==> src/sv/random_sample_multiset_defines.svh <==
// Assertion macros for the multiset block.
`ifndef RANDOM_SAMPLE_MULTISET_DEFINES_SVH
`define RANDOM_SAMPLE_MULTISET_DEFINES_SVH

`ifndef SYNTHESIS
`define RSM_ASSERT_IMP(lbl, ck, rn, ante, cons) \
  lbl: assert property (@(posedge ck) disable iff (!rn) (ante) |-> (cons)) \
    else $error("assertion failed");
`define RSM_ASSERT_NXT(lbl, ck, rn, ante, cons) \
  lbl: assert property (@(posedge ck) disable iff (!rn) (ante) |=> (cons)) \
    else $error("assertion failed");
`else
`define RSM_ASSERT_IMP(lbl, ck, rn, ante, cons)
`define RSM_ASSERT_NXT(lbl, ck, rn, ante, cons)
`endif

`endif

==> src/sv/rsm_pkg.sv <==
package rsm_pkg;

  localparam int KIND_W = 2;
  localparam int VAL_W = 32;
  localparam int RND_W = 31;
  localparam int ST_W = 2;
  localparam int DIV_CNT_W = 5;

  localparam logic [KIND_W-1:0] KIND_INSERT = 2'd0;
  localparam logic [KIND_W-1:0] KIND_REMOVE = 2'd1;
  localparam logic [KIND_W-1:0] KIND_SAMPLE = 2'd2;

  localparam logic [ST_W-1:0] ST_OK = 2'd0;
  localparam logic [ST_W-1:0] ST_FULL = 2'd1;
  localparam logic [ST_W-1:0] ST_EMPTY = 2'd2;

  localparam logic [DIV_CNT_W-1:0] DIV_STEPS = DIV_CNT_W'(RND_W);

  typedef struct packed {
    logic load;
    logic scan_start;
    logic scan_step;
    logic wr_tail;
    logic cnt_inc;
    logic rd_last;
    logic wr_pos;
    logic cnt_dec;
    logic div_start;
    logic div_step;
    logic rd_rem;
    logic cap_data;
    logic set_flag;
    logic set_full;
    logic set_empty;
    logic res_load;
  } rsm_cmd_t;

  typedef struct packed {
    logic [KIND_W-1:0] kind;
    logic full;
    logic empty;
    logic match;
    logic scan_end;
    logic div_done;
    logic out_free;
  } rsm_sts_t;

endpackage

==> src/sv/random_sample_multiset.sv <==
// Channel   Dir  tdata (lowest bit up)                      tuser
// in_       in   value[31:0], random_word[62:32], pad 0    kind[1:0]
// out_      out  answer_flag[0], sampled_value[32:1], pad 0 status[1:0]
//
// One item is in work at a time. Insert and remove scan the stored entries through
// the single read port of the store, one entry per cycle. A sample runs a 31-step
// restoring remainder by the count.
// After reset the store is empty and no clearing pass is needed.
// A new item is taken while a finished result still waits in the output register.
`include "random_sample_multiset_defines.svh"

module random_sample_multiset #(
  parameter int CAPACITY = 64
) (
  input  logic        clk,
  input  logic        rst_n,
  input  logic        in_tvalid,
  output logic        in_tready,
  input  logic [63:0] in_tdata,  // value[31:0], random_word[62:32]
  input  logic [1:0]  in_tuser,  // kind[1:0]
  output logic        out_tvalid,
  input  logic        out_tready,
  output logic [39:0] out_tdata, // answer_flag[0], sampled_value[32:1]
  output logic [1:0]  out_tuser  // status[1:0]
);

  import rsm_pkg::*;

  rsm_cmd_t          cmd;
  rsm_sts_t          sts;
  logic              res_flag;
  logic [VAL_W-1:0]  res_value;
  logic [ST_W-1:0]   res_status;

  rsm_ctrl u_ctrl (
    .clk      (clk),
    .rst_n    (rst_n),
    .in_tvalid(in_tvalid),
    .in_tready(in_tready),
    .sts      (sts),
    .cmd      (cmd)
  );

  rsm_dpath #(
    .CAPACITY(CAPACITY)
  ) u_dpath (
    .clk              (clk),
    .rst_n            (rst_n),
    .cmd              (cmd),
    .sts              (sts),
    .in_kind          (in_tuser[KIND_W-1:0]),
    .in_value         (in_tdata[VAL_W-1:0]),
    .in_random_word   (in_tdata[VAL_W+RND_W-1:VAL_W]),
    .out_ready        (out_tready),
    .out_valid        (out_tvalid),
    .out_answer_flag  (res_flag),
    .out_sampled_value(res_value),
    .out_status       (res_status)
  );

  assign out_tdata = {7'd0, res_value, res_flag};
  assign out_tuser = res_status;

  `RSM_ASSERT_IMP(a_err_no_data, clk, rst_n, out_tvalid && (out_tuser != ST_OK), out_tdata == '0)
  `RSM_ASSERT_IMP(a_full_empty_excl, clk, rst_n, sts.full, !sts.empty)
  `RSM_ASSERT_NXT(a_one_item, clk, rst_n, in_tvalid && in_tready, !in_tready)
  `RSM_ASSERT_IMP(a_sample_flag_zero, clk, rst_n, cmd.cap_data, !cmd.set_flag)

endmodule

==> src/sv/rsm_ram.sv <==
module rsm_ram #(
  parameter int WIDTH = 32,
  parameter int DEPTH = 64
) (
  input  logic                     clk,
  input  logic                     we,
  input  logic [$clog2(DEPTH)-1:0] waddr,
  input  logic [WIDTH-1:0]         wdata,
  input  logic [$clog2(DEPTH)-1:0] raddr,
  output logic [WIDTH-1:0]         rdata
);

  logic [WIDTH-1:0] mem [DEPTH];

  always_ff @(posedge clk) begin
    if (we) begin
      mem[waddr] <= wdata;
    end
    rdata <= mem[raddr];
  end

endmodule

==> src/sv/rsm_ctrl.sv <==
module rsm_ctrl (
  input  logic              clk,
  input  logic              rst_n,
  input  logic              in_tvalid,
  output logic              in_tready,
  input  rsm_pkg::rsm_sts_t sts,
  output rsm_pkg::rsm_cmd_t cmd
);

  import rsm_pkg::*;

  typedef enum logic [3:0] {
    S_IDLE,
    S_DISPATCH,
    S_SCAN,
    S_INS_WR,
    S_REM_RD,
    S_REM_WR,
    S_DIV,
    S_SMP_RD,
    S_SMP_CAP,
    S_OUT
  } state_t;

  state_t state_r;
  state_t state_nxt;

  always_comb begin
    state_nxt = state_r;
    cmd = '0;
    in_tready = 1'b0;
    case (state_r)
      S_IDLE: begin
        in_tready = 1'b1;
        if (in_tvalid) begin
          cmd.load = 1'b1;
          state_nxt = S_DISPATCH;
        end
      end
      S_DISPATCH: begin
        case (sts.kind)
          KIND_INSERT: begin
            if (sts.full) begin
              cmd.set_full = 1'b1;
              state_nxt = S_OUT;
            end else begin
              cmd.scan_start = 1'b1;
              state_nxt = S_SCAN;
            end
          end
          KIND_REMOVE: begin
            cmd.scan_start = 1'b1;
            state_nxt = S_SCAN;
          end
          KIND_SAMPLE: begin
            if (sts.empty) begin
              cmd.set_empty = 1'b1;
              state_nxt = S_OUT;
            end else begin
              cmd.div_start = 1'b1;
              state_nxt = S_DIV;
            end
          end
          default: state_nxt = S_OUT;
        endcase
      end
      S_SCAN: begin
        cmd.scan_step = 1'b1;
        if (sts.match) begin
          state_nxt = (sts.kind == KIND_INSERT) ? S_INS_WR : S_REM_RD;
        end else if (sts.scan_end) begin
          if (sts.kind == KIND_INSERT) begin
            cmd.set_flag = 1'b1;
            state_nxt = S_INS_WR;
          end else begin
            state_nxt = S_OUT;
          end
        end
      end
      S_INS_WR: begin
        cmd.wr_tail = 1'b1;
        cmd.cnt_inc = 1'b1;
        state_nxt = S_OUT;
      end
      S_REM_RD: begin
        cmd.rd_last = 1'b1;
        state_nxt = S_REM_WR;
      end
      S_REM_WR: begin
        cmd.wr_pos = 1'b1;
        cmd.cnt_dec = 1'b1;
        cmd.set_flag = 1'b1;
        state_nxt = S_OUT;
      end
      S_DIV: begin
        cmd.div_step = 1'b1;
        if (sts.div_done) begin
          state_nxt = S_SMP_RD;
        end
      end
      S_SMP_RD: begin
        cmd.rd_rem = 1'b1;
        state_nxt = S_SMP_CAP;
      end
      S_SMP_CAP: begin
        cmd.cap_data = 1'b1;
        state_nxt = S_OUT;
      end
      S_OUT: begin
        if (sts.out_free) begin
          cmd.res_load = 1'b1;
          state_nxt = S_IDLE;
        end
      end
      default: state_nxt = S_IDLE;
    endcase
  end

  always_ff @(posedge clk) begin
    if (!rst_n) begin
      state_r <= S_IDLE;
    end else begin
      state_r <= state_nxt;
    end
  end

endmodule

==> src/sv/rsm_dpath.sv <==
module rsm_dpath #(
  parameter int CAPACITY = 64
) (
  input  logic                        clk,
  input  logic                        rst_n,
  input  rsm_pkg::rsm_cmd_t           cmd,
  output rsm_pkg::rsm_sts_t           sts,
  input  logic [rsm_pkg::KIND_W-1:0]  in_kind,
  input  logic [rsm_pkg::VAL_W-1:0]   in_value,
  input  logic [rsm_pkg::RND_W-1:0]   in_random_word,
  input  logic                        out_ready,
  output logic                        out_valid,
  output logic                        out_answer_flag,
  output logic [rsm_pkg::VAL_W-1:0]   out_sampled_value,
  output logic [rsm_pkg::ST_W-1:0]    out_status
);

  import rsm_pkg::*;

  localparam int ADDR_W = $clog2(CAPACITY);
  localparam int CNT_W = $clog2(CAPACITY + 1);

  logic [KIND_W-1:0]    kind_r;
  logic [VAL_W-1:0]     value_r;
  logic [RND_W-1:0]     rnd_sh_r;
  logic [CNT_W-1:0]     count_r;
  logic [CNT_W-1:0]     scan_addr_r;
  logic                 cmp_vld_r;
  logic [ADDR_W-1:0]    cmp_addr_r;
  logic [ADDR_W-1:0]    pos_r;
  logic [CNT_W-1:0]     rem_r;
  logic [DIV_CNT_W-1:0] div_cnt_r;
  logic                 pend_flag_r;
  logic [ST_W-1:0]      pend_st_r;
  logic [VAL_W-1:0]     pend_data_r;
  logic                 out_vld_r;
  logic                 out_flag_r;
  logic [VAL_W-1:0]     out_data_r;
  logic [ST_W-1:0]      out_st_r;

  logic                 issue;
  logic                 match;
  logic [CNT_W-1:0]     cnt_m1;
  logic [CNT_W:0]       trial;
  logic [CNT_W:0]       trial_sub;
  logic [CNT_W-1:0]     rem_nxt;
  logic                 ram_we;
  logic [ADDR_W-1:0]    ram_waddr;
  logic [VAL_W-1:0]     ram_wdata;
  logic [ADDR_W-1:0]    ram_raddr;
  logic [VAL_W-1:0]     ram_rdata;

  assign issue = scan_addr_r < count_r;
  assign match = cmp_vld_r && (ram_rdata == value_r);
  assign cnt_m1 = count_r - CNT_W'(1);

  assign trial = {rem_r, rnd_sh_r[RND_W-1]};
  assign trial_sub = trial - {1'b0, count_r};
  assign rem_nxt = (trial >= {1'b0, count_r}) ? trial_sub[CNT_W-1:0] : trial[CNT_W-1:0];

  always_comb begin
    sts.kind = kind_r;
    sts.full = (count_r == CNT_W'(CAPACITY));
    sts.empty = (count_r == '0);
    sts.match = match;
    sts.scan_end = !cmp_vld_r && !issue;
    sts.div_done = (div_cnt_r == DIV_CNT_W'(1));
    sts.out_free = !out_vld_r || out_ready;
  end

  always_comb begin
    ram_we = cmd.wr_tail || cmd.wr_pos;
    ram_waddr = cmd.wr_pos ? pos_r : count_r[ADDR_W-1:0];
    ram_wdata = cmd.wr_pos ? ram_rdata : value_r;
    if (cmd.rd_last) begin
      ram_raddr = cnt_m1[ADDR_W-1:0];
    end else if (cmd.rd_rem) begin
      ram_raddr = rem_r[ADDR_W-1:0];
    end else begin
      ram_raddr = scan_addr_r[ADDR_W-1:0];
    end
  end

  rsm_ram #(
    .WIDTH(VAL_W),
    .DEPTH(CAPACITY)
  ) u_store (
    .clk  (clk),
    .we   (ram_we),
    .waddr(ram_waddr),
    .wdata(ram_wdata),
    .raddr(ram_raddr),
    .rdata(ram_rdata)
  );

  always_ff @(posedge clk) begin
    if (cmd.load) begin
      kind_r <= in_kind;
      value_r <= in_value;
      rnd_sh_r <= in_random_word;
      pend_flag_r <= 1'b0;
      pend_st_r <= ST_OK;
      pend_data_r <= '0;
    end else begin
      if (cmd.set_flag) begin
        pend_flag_r <= 1'b1;
      end
      if (cmd.set_full) begin
        pend_st_r <= ST_FULL;
      end else if (cmd.set_empty) begin
        pend_st_r <= ST_EMPTY;
      end
      if (cmd.cap_data) begin
        pend_data_r <= ram_rdata;
      end
      if (cmd.div_step) begin
        rnd_sh_r <= {rnd_sh_r[RND_W-2:0], 1'b0};
      end
    end

    if (cmd.scan_start) begin
      scan_addr_r <= '0;
      cmp_vld_r <= 1'b0;
    end else if (cmd.scan_step) begin
      cmp_vld_r <= issue;
      cmp_addr_r <= scan_addr_r[ADDR_W-1:0];
      if (issue) begin
        scan_addr_r <= scan_addr_r + CNT_W'(1);
      end
      if (match) begin
        pos_r <= cmp_addr_r;
      end
    end

    if (cmd.div_start) begin
      rem_r <= '0;
      div_cnt_r <= DIV_STEPS;
    end else if (cmd.div_step) begin
      rem_r <= rem_nxt;
      div_cnt_r <= div_cnt_r - DIV_CNT_W'(1);
    end

    if (cmd.res_load) begin
      out_flag_r <= pend_flag_r;
      out_data_r <= pend_data_r;
      out_st_r <= pend_st_r;
    end
  end

  always_ff @(posedge clk) begin
    if (!rst_n) begin
      count_r <= '0;
      out_vld_r <= 1'b0;
    end else begin
      if (cmd.cnt_inc) begin
        count_r <= count_r + CNT_W'(1);
      end else if (cmd.cnt_dec) begin
        count_r <= cnt_m1;
      end
      if (cmd.res_load) begin
        out_vld_r <= 1'b1;
      end else if (out_ready) begin
        out_vld_r <= 1'b0;
      end
    end
  end

  assign out_valid = out_vld_r;
  assign out_answer_flag = out_flag_r;
  assign out_sampled_value = out_data_r;
  assign out_status = out_st_r;

endmodule

==> config.mk <==
export PLATFORM = sky130hd
export DESIGN_NAME = random_sample_multiset
export DESIGN_NICKNAME = d
export VERILOG_FILES = /design/src/sv/rsm_pkg.sv /design/src/sv/random_sample_multiset.sv /design/src/sv/rsm_ram.sv /design/src/sv/rsm_ctrl.sv /design/src/sv/rsm_dpath.sv
export VERILOG_INCLUDE_DIRS = /design/src /design/src/sv
export SDC_FILE = /design/constraint.sdc
export NUM_CORES = 2
export LEC_CHECK = 0
export ABC_CLOCK_PERIOD_IN_PS = 3700
export BUFFER_PORTS_ARGS = -buffer_cell sky130_fd_sc_hd__buf_2
export CELL_PAD_IN_SITES_DETAIL_PLACEMENT = 0
export CELL_PAD_IN_SITES_GLOBAL_PLACEMENT = 2
export CORE_ASPECT_RATIO = 0.8
export CORE_MARGIN = 10
export CORE_UTILIZATION = 40
export CTS_BUF_LIST = sky130_fd_sc_hd__clkbuf_2
export DETAILED_ROUTE_END_ITERATION = 8
export PLACE_DENSITY_LB_ADDON = 0.1
export SKIP_CTS_REPAIR_TIMING = 1
export SYNTH_ARGS = -nofsm -noshare
export SYNTH_HDL_FRONTEND = slang
export SYNTH_SLANG_ARGS = --single-unit
==> constraint.sdc <==
create_clock -name clk -period 3.7 [get_ports clk]
set_input_delay 0.37 -clock clk [delete_from_list [all_inputs] [get_ports clk]]
set_output_delay 0.37 -clock clk [all_outputs]
set_load 0.01 [all_outputs]
==> results.txt <==
Worst vdd ir: 0.000404 V
First-pass GRT wire length: 437 mm
Final GP Congestion: 0.809
GR Layer Usage met2: 0.380
Async set-reset flop share out of synthesis: 0
Share of post-route cells with drive strength above 1: 0.212
Max-slew violations: 0
Most instantiated cells after synthesis: edfxtp_1 (2,160), nand2_1 (1,943), nand3_1 (846)
Finish-stage setup viols: 0
Row cnt: 155
Worst setup EP type: flop
Synthesized area: 89,400 µm²
Detail Route Antenna Nets: 0
Endpoints failing hold: 0
Period minus WS final: 3640 ps
Congestion Overflow GR: 0
Largest net degree at the start of global routing: 132
Sequential area share after synthesis: 0.748
Status: completed
Initial cell density of the core: 0.402
Critical path, cell by cell: nand4b_1 > mux2i_2 > buf_4 > o21ai_4 > buf_12 > buf_12 > buf_4 > nand2_1 > nand3_1 > a32oi_1 > a31oi_1 > buf_4 > or4_1
CTS Buffer Depth: 4
Max FO, Critical Path: 40
Worst skew pair latency: 1800 ps
Crit path from: u_ctrl.state_r[0]
Ranking of synthesized cells by area: edfxtp_1 (73%), nand2_1 (8.2%), nand3_1 (4.7%)
Cell Area, Placed: 98,800 µm²
Least-Margin Pin Slew: 1080 ps
Ys Warns: 0
Dpl hpwl: 179 mm
Final cell area excluding filler cells: 106,000 µm²
Vias in the first global route: 59,000
DR iter-0 viols: 5,607
Clock Sinks: 2,259
Max cap viols: 0
Initial antenna violation count: 40
Distinct cells, synth: 70
Vias: 61,800
Area of the multi-input gates: 21,400 µm²
Total core area: 223,000 µm²
Final net count: 7,916
CP max stage cell: dfxtp_1
Fin Setup TNS: 0 ps
Post-synth EDFFs: 2,160
Clk slew on worst S/H paths: 110 ps
Startpoint types: flop
All-Layer GR Usage: 0.247
CTS tree: yes
Most used DFF post-synth: edfxtp_1
CP peak stage delay: 500 ps
DIE HEIGHT: 443 µm
Synth area leader: edfxtp_1
Flops & latches, synth: 2,259
DR WL/cell: 27.9 µm
Total iterations of the first detailed-routing run: 7
Clock root buffer: clkbuf_2
Critical Path AT: 5230 ps
# IOs: 114
Synth top area share: 0.726
H-tree Lvls: 6
Most frequent CP cell: buf_4
End-of-flow core utilization: 0.476
Synth-to-layout area growth: 18.6%
# fillers: 20,300
Drt total wl: 313 mm
Crit Path Class: reg2reg
Most used routing layer: met2
Die area: 243,000 µm²
Post-synthesis instance total: 6,827
Worst hold-check path type: in2reg
Final period utilization: 0.985
Port buffer count: 105
Grt met3 use: 0.0517
Max_slew headroom: 0.275
GR Util met1: 0.357
Syn avg cell area: 13.1 µm²
Routed vias/inst: 5.51
PD cells: 669 nW/µm²
Fmax: 274 MHz
Count leader, synth: edfxtp_1
Worst Path Required: 5280 ps
Flip-flop and latch area: 66,800 µm²
Drt drc: 0
Worst Clk Skew: 109 ps
P_leak: 0.0378 µW
TritonCTS Buffers: 584
Worst Min Path Start: out_tready
Die W: 549 µm
Reg2reg start: u_ctrl.state_r[0]
==> critical path: cells and delay by family, from the launching register on <==
family                 cells  cell delay (ps)
buffers and inverters      5             1070
AND/OR/NAND/NOR            4              860
AO/OA/AOI/OAI              3              590
flip-flops                 1              500
multiplexers               1              350
==> cell families after synthesis <==
group | count (synthesis) | synth area share
xor+xnor | 55 | 0.00539
buf+inv | 497 | 0.0227
flops | 2259 | 0.748
mux | 34 | 0.00495
other cells | 1 | 0.0000419
simple gates | 3185 | 0.154
fa+ha+maj | 20 | 0.00288
compound gates | 776 | 0.0621
==> layout by cell type (no fill, tap or decap), types with 10 or more instances in the layout <==
master and n:
nand3_1 846, or4_1 30, mux2i_1 22, dlygate4sd3_1 202, ha_1 18, a31oi_2 19
a311oi_1 19, a32oi_1 124, buf_4 395, a211oi_1 189, inv_2 19, and3_1 183
clkinv_1 50, clkbuf_2 883, buf_12 170, inv_1 23, nand2_1 1911, nor4_1 14
dfxtp_1 99, nor2_1 41, a21oi_1 65, nor3_1 14, a31oi_1 222, nand2_2 32
a21boi_0 29, edfxtp_1 2160, xor2_1 36, nor2_4 70, xnor2_1 19, diode_2 27
o21ai_0 19, buf_2 105, nand4_1 10
==> cell type report <==
class,instances,share of cell area
clock inverter,77,0.00382
sequential,2259,0.631
clock buffer,883,0.0417
multi-input combinational,4077,0.202
inverter,24,0.000862
timing repair buffer,880,0.0855
tap,2983,0.0352
antenna,27,0.000637
==> through the flow <==
step,setup slack (ps),hold WS [ps],instances,total power (µW)
floorplan,-14.2,400,6833,42900
global placement,-224,407,10000,54200
detailed placement,-151,405,10000,54300
CTS,-133,-1460,11000,71000
global route,-38.7,44.6,11200,74600
finish,56.4,224,11200,70900
==> metal layers <==
metal / wire length, µm / up-vias
met4: 7570 / 22
met3: 22900 / 471
met2: 141000 / 2280
li1: - / 27700
met1: 141000 / 31300
met5: 146 / -
==> report_power, final <==
part / switching [µW] / internal (µW)
registers: 880 / 30300
logic: 15400 / 7630
clock network: 10200 / 6470
==> worst paths after layout <==
kind                                                     end  depth (start not counted)  slack, ps
worst max-delay path               u_dpath.u_store.rdata[12]                         13         60
worst min-delay path                       u_dpath.out_valid                          6        220
worst min register to register  u_dpath.out_sampled_value[7]                          0        420
worst max register to register     u_dpath.u_store.rdata[12]                         13         60
==> sequential cells by signal (all words and copies together) (netlist names), 4 cells and up <==
register                   cells
u_dpath.rem_r                  7
u_dpath.rnd_sh_r              31
u_dpath.u_store.rdata         32
u_dpath.value_r               32
u_dpath.cmp_addr_r             6
u_dpath.scan_addr_r            7
u_dpath.pend_data_r           32
u_dpath.pos_r                  6
u_ctrl.state_r                 4
u_dpath.u_store.mem         2048
u_dpath.out_sampled_value     32
u_dpath.count_r                7
u_dpath.div_cnt_r              5
Note: power is estimated with default switching activity, not from simulation.
